===== src/sv/scrattr_pkg.sv =====
// Shared types, constants and the color function of the screen attribute renderer.
`default_nettype none
package scrattr_pkg;

  localparam int OFF_W   = 13;
  localparam int BYTE_W  = 8;
  localparam int LEVEL_W = 8;
  localparam int COLOR_W = 24;
  localparam int LINE_W  = 3;
  localparam int CROW_W  = 5;
  localparam int COL_W   = 5;
  localparam int ATTR_W  = 10;
  localparam int LINEY_W = 8;
  localparam int PIX_N   = 8;

  localparam logic [LEVEL_W-1:0] NORMAL_RESET = 8'd215;
  localparam logic [LEVEL_W-1:0] BRIGHT_RESET = 8'd255;
  localparam logic [LINE_W-1:0]  LAST_LINE    = 3'd7;

  typedef enum logic {
    REG_NORMAL = 1'b0,
    REG_BRIGHT = 1'b1
  } reg_idx_t;

  typedef enum logic {
    ST_IDLE   = 1'b0,
    ST_RENDER = 1'b1
  } state_t;

  typedef struct packed {
    logic              wr_en;
    logic              cap_attr;
    logic              rd_en;
    logic [LINE_W-1:0] rd_line;
    logic              load_out;
  } cmd_t;

  typedef struct packed {
    logic is_bitmap;
    logic is_attr;
  } sts_t;

  // Color index is {bright, green, red, blue}; result is 0xRRGGBB.
  function automatic logic [COLOR_W-1:0] color_of(input logic [3:0] idx,
                                                  input logic [LEVEL_W-1:0] normal_lvl,
                                                  input logic [LEVEL_W-1:0] bright_lvl);
    logic [LEVEL_W-1:0] lvl;
    logic [LEVEL_W-1:0] r;
    logic [LEVEL_W-1:0] g;
    logic [LEVEL_W-1:0] b;
    lvl = idx[3] ? bright_lvl : normal_lvl;
    r = idx[1] ? lvl : '0;
    g = idx[2] ? lvl : '0;
    b = idx[0] ? lvl : '0;
    return {r, g, b};
  endfunction

endpackage
`default_nettype wire


===== src/sv/scrattr_ctrl.sv =====
// Controller state machine: input acceptance, line sequencing and output stage flags.
`default_nettype none
module scrattr_ctrl
  import scrattr_pkg::*;
(
  input  wire  clk,
  input  wire  rst_n,
  input  wire  in_valid,
  output logic in_ready,
  output logic out_valid,
  input  wire  out_ready,
  input  sts_t sts,
  output cmd_t cmd
);

  state_t            state_r, state_nxt;
  logic [LINE_W-1:0] line_r, line_nxt;
  logic              rd_vld_r, rd_vld_nxt;
  logic              out_vld_r, out_vld_nxt;
  logic              accept;
  logic              load;
  logic              issue;

  always_ff @(posedge clk) begin
    if (!rst_n) begin
      state_r   <= ST_IDLE;
      line_r    <= '0;
      rd_vld_r  <= 1'b0;
      out_vld_r <= 1'b0;
    end else begin
      state_r   <= state_nxt;
      line_r    <= line_nxt;
      rd_vld_r  <= rd_vld_nxt;
      out_vld_r <= out_vld_nxt;
    end
  end

  always_comb begin
    state_nxt    = state_r;
    line_nxt     = line_r;
    in_ready     = 1'b0;
    accept       = 1'b0;
    issue        = 1'b0;
    load         = rd_vld_r && (!out_vld_r || out_ready);
    cmd          = '0;
    cmd.load_out = load;
    cmd.rd_line  = line_r;
    case (state_r)
      ST_IDLE: begin
        in_ready     = !rd_vld_r;
        accept       = in_valid && !rd_vld_r;
        cmd.wr_en    = accept && sts.is_bitmap;
        cmd.cap_attr = accept && sts.is_attr;
        if (accept && sts.is_attr) begin
          line_nxt  = '0;
          state_nxt = ST_RENDER;
        end
      end
      ST_RENDER: begin
        issue      = !rd_vld_r || load;
        cmd.rd_en  = issue;
        if (issue) begin
          line_nxt = line_r + 1'b1;
          if (line_r == LAST_LINE) begin
            state_nxt = ST_IDLE;
          end
        end
      end
      default: begin
        state_nxt = ST_IDLE;
      end
    endcase
    rd_vld_nxt  = issue ? 1'b1 : (load ? 1'b0 : rd_vld_r);
    out_vld_nxt = load ? 1'b1 : (out_ready ? 1'b0 : out_vld_r);
    out_valid   = out_vld_r;
  end

endmodule
`default_nettype wire


===== config.mk =====
export PLATFORM = sky130hd
export DESIGN_NAME = scrattr_ctrl
export DESIGN_NICKNAME = d
export VERILOG_FILES = /design/src/sv/scrattr_pkg.sv /design/src/sv/scrattr_ctrl.sv
export SDC_FILE = /design/constraint.sdc
export NUM_CORES = 1
export LEC_CHECK = 0
export ABC_AREA = 1
export BUFFER_PORTS_ARGS = -buffer_cell sky130_fd_sc_hd__clkbuf_2
export CORE_AREA = 2 2 39 41
export DETAILED_ROUTE_END_ITERATION = 8
export DIE_AREA = 0 0 41 43
export GPL_TIMING_DRIVEN = 0
export PLACE_DENSITY = 0.48
export SKIP_CTS_REPAIR_TIMING = 1
export SLEW_MARGIN = 25
export SYNTH_ARGS = -nofsm -noshare
export SYNTH_HDL_FRONTEND = slang
export SYNTH_SLANG_ARGS = --single-unit

===== constraint.sdc =====
create_clock -name clk -period 1 [get_ports clk]
set_input_delay 0.05 -clock clk [delete_from_list [all_inputs] [get_ports clk]]
set_output_delay 0.05 -clock clk [all_outputs]
set_load 0.02 [all_outputs]

==> flow_metrics.py, run 1 <==
metrics = {
    "global_routing": {
        "track_usage": 0.09960,
        "grt_pass1_vias": 247,
        "antenna_found_initial": 0,
        "grt_max_degree": 7,
        "grt-ovfl-total": 0,
        "grt_pass1_wl_um": 993,
    },
    "layout": {
        "fin_util": 0.3671,
        "num_antenna_cells": 0,
        "design_area_um2": 508.0,
        "nFillCells": 157,
        "final_nets": 69,
        "areaGrowthSynthToFinish_pct": 72.03,
        "final_layout_size_suffix_gt1_frac": 0.5667,
    },
    "clock_network": {
        "clockBufferDepth": 2,
        "h-tree-depth": 1,
        "worstSkewPairLatency_ps": 260,
        "cts_tree": "built",
        "cts_sinks": 6,
        "clockRootBuffer": "clkbuf_4",
        "cts_buffers": 3,
        "clkTransAtPathRegs_ps": 50,
    },
    "floorplan": {
        "core.rowCount": 14,
        "die_h_um": 43,
        "design.die.area_um2": 1763,
        "die_w_um": 41,
        "core_um2": 1384,
        "initial_core_util": 0.2134,
        "io_pins": 15,
    },
    "logic_synthesis": {
        "yosysWarnings": 0,
        "synth_most_common_cell": "nand2_1",
        "synthCells": 40,
        "yosys.area.top_type": "dfxtp_1",
        "synthTopCellsByCount": "8 x nand2_1, 7 x a21oi_1, 7 x inv_1, 6 x dfxtp_1, 4 x nand3_1",
        "avgSynthCellArea_um2": 7.382,
        "synth_area_um2": 295.3,
        "synthFlopType": "dfxtp_1",
        "yosysUniqueCellTypes": 10,
        "synth-seq-cells": 6,
        "synth-edff-count": 0,
        "ys_seq_area_frac": 0.4068,
        "synth_nets": 48,
        "async_reset_ff_frac": 0,
        "synth.top_cell.area_share": 0.4068,
        "netlist_top_cells_area": "dfxtp_1 41%, a21oi_1 12%, nand2_1 10%",
    },
    "worst_setup_path": {
        "critPathRequiredTime_ps": 950,
        "r2r-start": "line_r[0]",
        "crit_family": "flip-flops",
        "crit_path_max_fanout": 5,
        "crit_path_end_kind": "output port",
        "ff2ff_path_depth": 4,
        "worstSetupEndpoint": "cmd[5]",
        "critPathMaxStageDelay_ps": 360,
        "worst-path-buf-inv": 2,
        "r2r-end": "line_r[2]",
        "cp.arrival_ps": 1020,
        "crit_path_start": "rd_vld_r",
        "critPathKind": "reg2out",
        "start_kind": "register",
        "r2r_slack_ps": 10,
        "slowest_stage": "dfxtp_4",
        "worstSetupPathDepth": 4,
        "cp_cell_sequence": "nor2_4, nand2_2, inv_1, buf_4",
    },
    "sta": {
        "setup_ws_ps": -69.17,
        "post-route-period-util": 1.069,
        "fin_skew_ps": 6.645,
        "rsz0062_at_grt": "yes",
        "slew_headroom": 0.8935,
        "worst_pin_slew_ps": 159.5,
        "hold_viol": 0,
        "setup_violations": 4,
        "drv_slew": 0,
        "min_period_ps": 1069,
        "fmax_mhz": 935.3,
    },
    "min_path": {
        "whs_path_depth": 3,
        "hold_class": "in2reg",
    },
    "place": {
        "port_buffers": 14,
        "dpl_worst_slack_ps": -108.4,
        "gp_congestion": 0.6882,
        "placed_area_um2": 411.6,
    },
    "pwr": {
        "power_density_nw_per_um2": 1283,
        "seqPwrFrac": 0.410,
        "pwr-share-comb": 0.199,
        "ir_drop_uv": 711.4,
        "pwr-share-clk": 0.391,
        "leakagePower_nw": 0.2433,
        "netSwitchingFraction": 0.2949,
        "p_sw_mw": 0.1921,
        "p_int_mw": 0.4594,
    },
    "detailed_routing": {
        "via_per_inst": 4.289,
        "drt-total-wl_um": 705,
        "vias": 326,
        "drc": 0,
        "first_pass_iters": 2,
        "wl_per_cell_um": 9.276,
        "ant_nets": 0,
        "initialDrtViolationCount": 3,
    },
    "job": {
        "maxCapViolations": 0,
    },
    "status": {
        "status": "complete, but fails checks",
        "violations": "setup timing",
    },
}
-- cells in the final DEF, fill, tap and decap left out, types with 2 or more instances in the layout --
| cell | instances |
|---|---|
| nand3_1 | 4 |
| buf_4 | 7 |
| clkbuf_4 | 3 |
| ha_4 | 2 |
| a21oi_1 | 6 |
| nand2_1 | 6 |
| dfxtp_4 | 3 |
| dfxtp_2 | 2 |
| clkbuf_2 | 10 |
| inv_1 | 6 |
-- power by group through the flow --
stage          Sequential [mW]  Clock (mW)  Combinational [mW]
2_1_floorplan            0.277           0              0.0664
4_1_cts                  0.266       0.263               0.112
3_3_place_gp             0.271           0               0.111
6_report                 0.267       0.255               0.130
5_1_grt                  0.269       0.278               0.146
3_5_place_dp             0.271           0               0.111
-- worst min-delay path: stages --
cell	delay [ps]
clkbuf_2	90
nand2_1	60
nor2_1	40
-- layout make-up --
class | instances | area [um2] | area share
multi-input cells | 25 | 187.7 | 0.3695
clock buffers | 4 | 26.28 | 0.05172
well taps | 16 | 20.02 | 0.03941
inverters | 7 | 26.28 | 0.05172
flip-flops and latches | 6 | 133.9 | 0.2635
repair buffers | 17 | 106.4 | 0.2094
plain buffers | 1 | 7.507 | 0.01478
-- how the worst min path moves through the flow --
stage,to,from
finish,line_r[0],rst_n
global route,line_r[0],rst_n
CTS,line_r[0],rst_n
detailed placement,line_r[0],rst_n
floorplan,line_r[0],rst_n
global placement,line_r[0],rst_n
-- metal layers --
| layer | vias to the layer above | track usage | part of all wire |
|---|---|---|---|
| li1 | 166 | - | - |
| met1 | 142 | 0.1068 | 0.41 |
| met2 | 13 | 0.1000 | 0.42 |
| met3 | 5 | 0.05236 | 0.095 |
| met4 | 0 | 0.1600 | 0.068 |
| met5 | - | 0 | 0 |
-- logic make-up (layout without fill, tap and decap cells) --
| logic type | Yosys count | count (layout) | share of synthesized area |
|---|---|---|---|
| fa+ha+maj | 2 | 2 | 0.08473 |
| buf+inv | 9 | 29 | 0.1398 |
| flops | 6 | 6 | 0.4068 |
| compound gates | 7 | 7 | 0.1186 |
| simple gates | 16 | 16 | 0.2500 |
-- registers in the layout, indices dropped and copies added, names as in the netlist --
name	cells
line_r	3
out_valid	1
rd_vld_r	1
state_r	1
-- per-stage QoR --
step                setup TNS (ps)  hold slack, ps  instances  power (mW)
finish                      -232.8           15.22         76      0.6516
global route                -517.6           45.54         76      0.6923
CTS                         -878.8           14.53         74      0.6412
detailed placement          -147.9           279.5         70      0.3824
global placement            -212.4           281.5         70      0.3824
floorplan                        0           166.1         40      0.3437
No activity file was read; power rests on OpenSTA's default activity.
==> run 2: changes to the inputs <==
--- a/config.mk
+++ b/config.mk
@@ -5,13 +5,12 @@
 export SDC_FILE = /design/constraint.sdc
 export NUM_CORES = 1
 export LEC_CHECK = 0
-export ABC_AREA = 1
 export BUFFER_PORTS_ARGS = -buffer_cell sky130_fd_sc_hd__clkbuf_2
 export CORE_AREA = 2 2 39 41
 export DETAILED_ROUTE_END_ITERATION = 8
 export DIE_AREA = 0 0 41 43
 export GPL_TIMING_DRIVEN = 0
-export PLACE_DENSITY = 0.48
+export PLACE_DENSITY = 0.52
 export SKIP_CTS_REPAIR_TIMING = 1
 export SLEW_MARGIN = 25
 export SYNTH_ARGS = -nofsm -noshare
==> constraint.sdc (replaced) <==
create_clock -name clk -period 1 [get_ports clk]
set_input_delay 0.15 -clock clk [delete_from_list [all_inputs] [get_ports clk]]
set_output_delay 0.15 -clock clk [all_outputs]
set_load 0.02 [all_outputs]
==> flow_metrics.py, run 2 <==
metrics = {
    "sta": {
        "fmax_mhz": 851.0,
        "hold-worst-slack_ps": 130.9,
        "fin_tns_setup_ps": -634.8,
        "setup_violations": 7,
        "post-route-period-util": 1.175,
        "min_period_ps": 1175,
        "slew_headroom": 0.8903,
        "hold_viol": 0,
        "rsz0062_at_grt": "yes",
        "worst_pin_slew_ps": 164.3,
        "drv_slew": 0,
        "setup_ws_ps": -175.1,
        "fin_skew_ps": 5.049,
    },
    "logic_synthesis": {
        "ys_seq_area_frac": 0.3516,
        "synthTopCellsByCount": "6 x dfxtp_1, 3 x mux2i_1, 3 x nand3_1",
        "async_reset_ff_frac": 0,
        "avgSynthCellArea_um2": 10.05,
        "synth.top_cell.area_share": 0.3516,
        "synth_most_common_cell": "dfxtp_1",
        "synth-seq-cells": 6,
        "yosysUniqueCellTypes": 19,
        "synthCells": 34,
        "synth_area_um2": 341.6,
        "synth-edff-count": 0,
        "yosys.area.top_type": "dfxtp_1",
        "netlist_top_cells_area": "dfxtp_1 35%, mux2i_1 8.8%, nand4bb_4 8.1%",
        "synthFlopType": "dfxtp_1",
        "synth_nets": 42,
        "yosysWarnings": 0,
    },
    "clock_network": {
        "cts_sinks": 6,
        "h-tree-depth": 1,
        "cts_tree": "built",
        "worstSkewPairLatency_ps": 240,
        "clockRootBuffer": "clkbuf_4",
        "cts_buffers": 3,
        "clkTransAtPathRegs_ps": 50,
        "clockBufferDepth": 2,
    },
    "layout": {
        "largest_reg_flops": 3,
        "layout_commonest_cell": "clkbuf_2",
        "num_antenna_cells": 0,
        "final_cell_count_no_fill": 70,
        "final_layout_size_suffix_gt1_frac": 0.6852,
        "regMostFlops": "line_r",
        "regArea_um2": 131.4,
        "final_nets": 63,
        "nFillCells": 146,
        "fin_util": 0.4060,
        "multiInputGateArea_um2": 219.0,
        "areaGrowthSynthToFinish_pct": 64.47,
        "final_cell_mix": "8 x clkbuf_2, 5 x buf_6, 5 x buf_4",
    },
    "min_path": {
        "hold_class": "in2reg",
        "whs_path_depth": 2,
    },
    "pwr": {
        "p_int_mw": 0.4886,
        "netSwitchingFraction": 0.2711,
        "power_density_nw_per_um2": 1193,
        "p_sw_mw": 0.1817,
        "seqPwrFrac": 0.393,
        "leakagePower_nw": 0.2555,
        "ir_drop_uv": 513.1,
        "pwr-share-comb": 0.237,
        "pwr-share-clk": 0.370,
    },
    "detailed_routing": {
        "ant_nets": 0,
        "wl_per_cell_um": 9.914,
        "initialDrtViolationCount": 3,
        "vias": 299,
        "via_per_inst": 4.271,
        "drc": 0,
        "first_pass_iters": 2,
        "drt-total-wl_um": 694,
    },
    "worst_setup_path": {
        "critPathKind": "reg2out",
        "r2r_slack_ps": -10,
        "critPathRequiredTime_ps": 850,
        "crit_path_end_kind": "output port",
        "crit_path_max_fanout": 5,
        "start_kind": "register",
        "ff2ff_path_depth": 4,
        "cp.arrival_ps": 1030,
    },
    "floorplan": {
        "io_pins": 15,
        "die_w_um": 41,
        "design.die.area_um2": 1763,
        "die_h_um": 43,
        "core.rowCount": 14,
        "core_um2": 1384,
        "initial_core_util": 0.2468,
    },
    "global_routing": {
        "grt_pass1_vias": 247,
        "grt-ovfl-total": 0,
        "grt_pass1_wl_um": 959,
        "antenna_found_initial": 0,
        "grt_max_degree": 10,
        "track_usage": 0.08661,
    },
    "place": {
        "dp_hpwl_um": 473.8,
        "port_buffers": 13,
        "dpl_worst_slack_ps": -174.7,
        "dp.cells": 63,
        "gp_congestion": 0.6151,
    },
    "job": {
        "maxCapViolations": 0,
    },
    "status": {
        "violations": "setup timing",
        "status": "complete, but fails checks",
    },
}
[run 2: cell count changes in the layout (fill, tap and decap cells not counted), moves of 2 or more]
cell,previous run,this run
a21oi_1,6,0
buf_4,7,5
buf_6,1,5
clkbuf_2,10,8
inv_1,6,1
mux2i_1,0,3
nand2_1,6,2
o21a_1,0,2
[run 2: logic make-up (layout without fill, tap and decap cells)]
kind of cell / after synthesis / in the layout / synth area share
AND/OR/NAND/NOR: 13 / 13 / 0.2711
flip-flops: 6 / 6 / 0.3517
buffers and inverters: 6 / 26 / 0.1355
AO/OA/AOI/OAI: 4 / 4 / 0.08057
multiplexers: 3 / 3 / 0.08792
adder cells (fa/ha/maj): 2 / 2 / 0.07325
[run 2: per-stage QoR]
step | cell area (um2) | total power [mW]
after floorplan | 362.8 | 0.3575
after global placement | 447.9 | 0.3956
after detailed placement | 447.9 | 0.3965
after CTS | 474.2 | 0.6503
after global routing | 561.8 | 0.7168
final | 561.8 | 0.6702
[run 2: power by group through the flow]
stage | Sequential, mW | Combinational, mW | Clock, mW
final | 0.263 | 0.159 | 0.248
after global routing | 0.264 | 0.171 | 0.281
after CTS | 0.264 | 0.128 | 0.258
after detailed placement | 0.269 | 0.127 | 0
after global placement | 0.269 | 0.126 | 0
after floorplan | 0.275 | 0.0826 | 0
[run 2: per-layer routing]
layer	vias up	GRT usage	share of wire
li1	154	-	-
met1	136	0.1006	0.43
met2	9	0.1156	0.51
met3	0	0.04712	0.058
met4	0	0.06000	0
met5	-	0	0
[run 2: worst max-delay path, cell delays in order, from the launching register on]
cell	delay, ps
dfxtp_4	360
nand3b_1	140
nand2_2	120
inv_2	40
buf_6	120
[run 2: layout make-up]
class | instances | share of cell area
Inverter | 3 | 0.02004
Buffer | 1 | 0.03563
Timing Repair Buffer | 18 | 0.2383
Multi-Input combinational cell | 22 | 0.3898
Clock buffer | 4 | 0.04677
Tap cell | 16 | 0.03563
Sequential cell | 6 | 0.2339
[run 2: final timing paths]
check                                from   endpoint
worst max-delay path             rd_vld_r     cmd[4]
worst min-delay path                rst_n  out_valid
worst max register to register   rd_vld_r  line_r[1]
worst min register to register  line_r[2]  line_r[2]
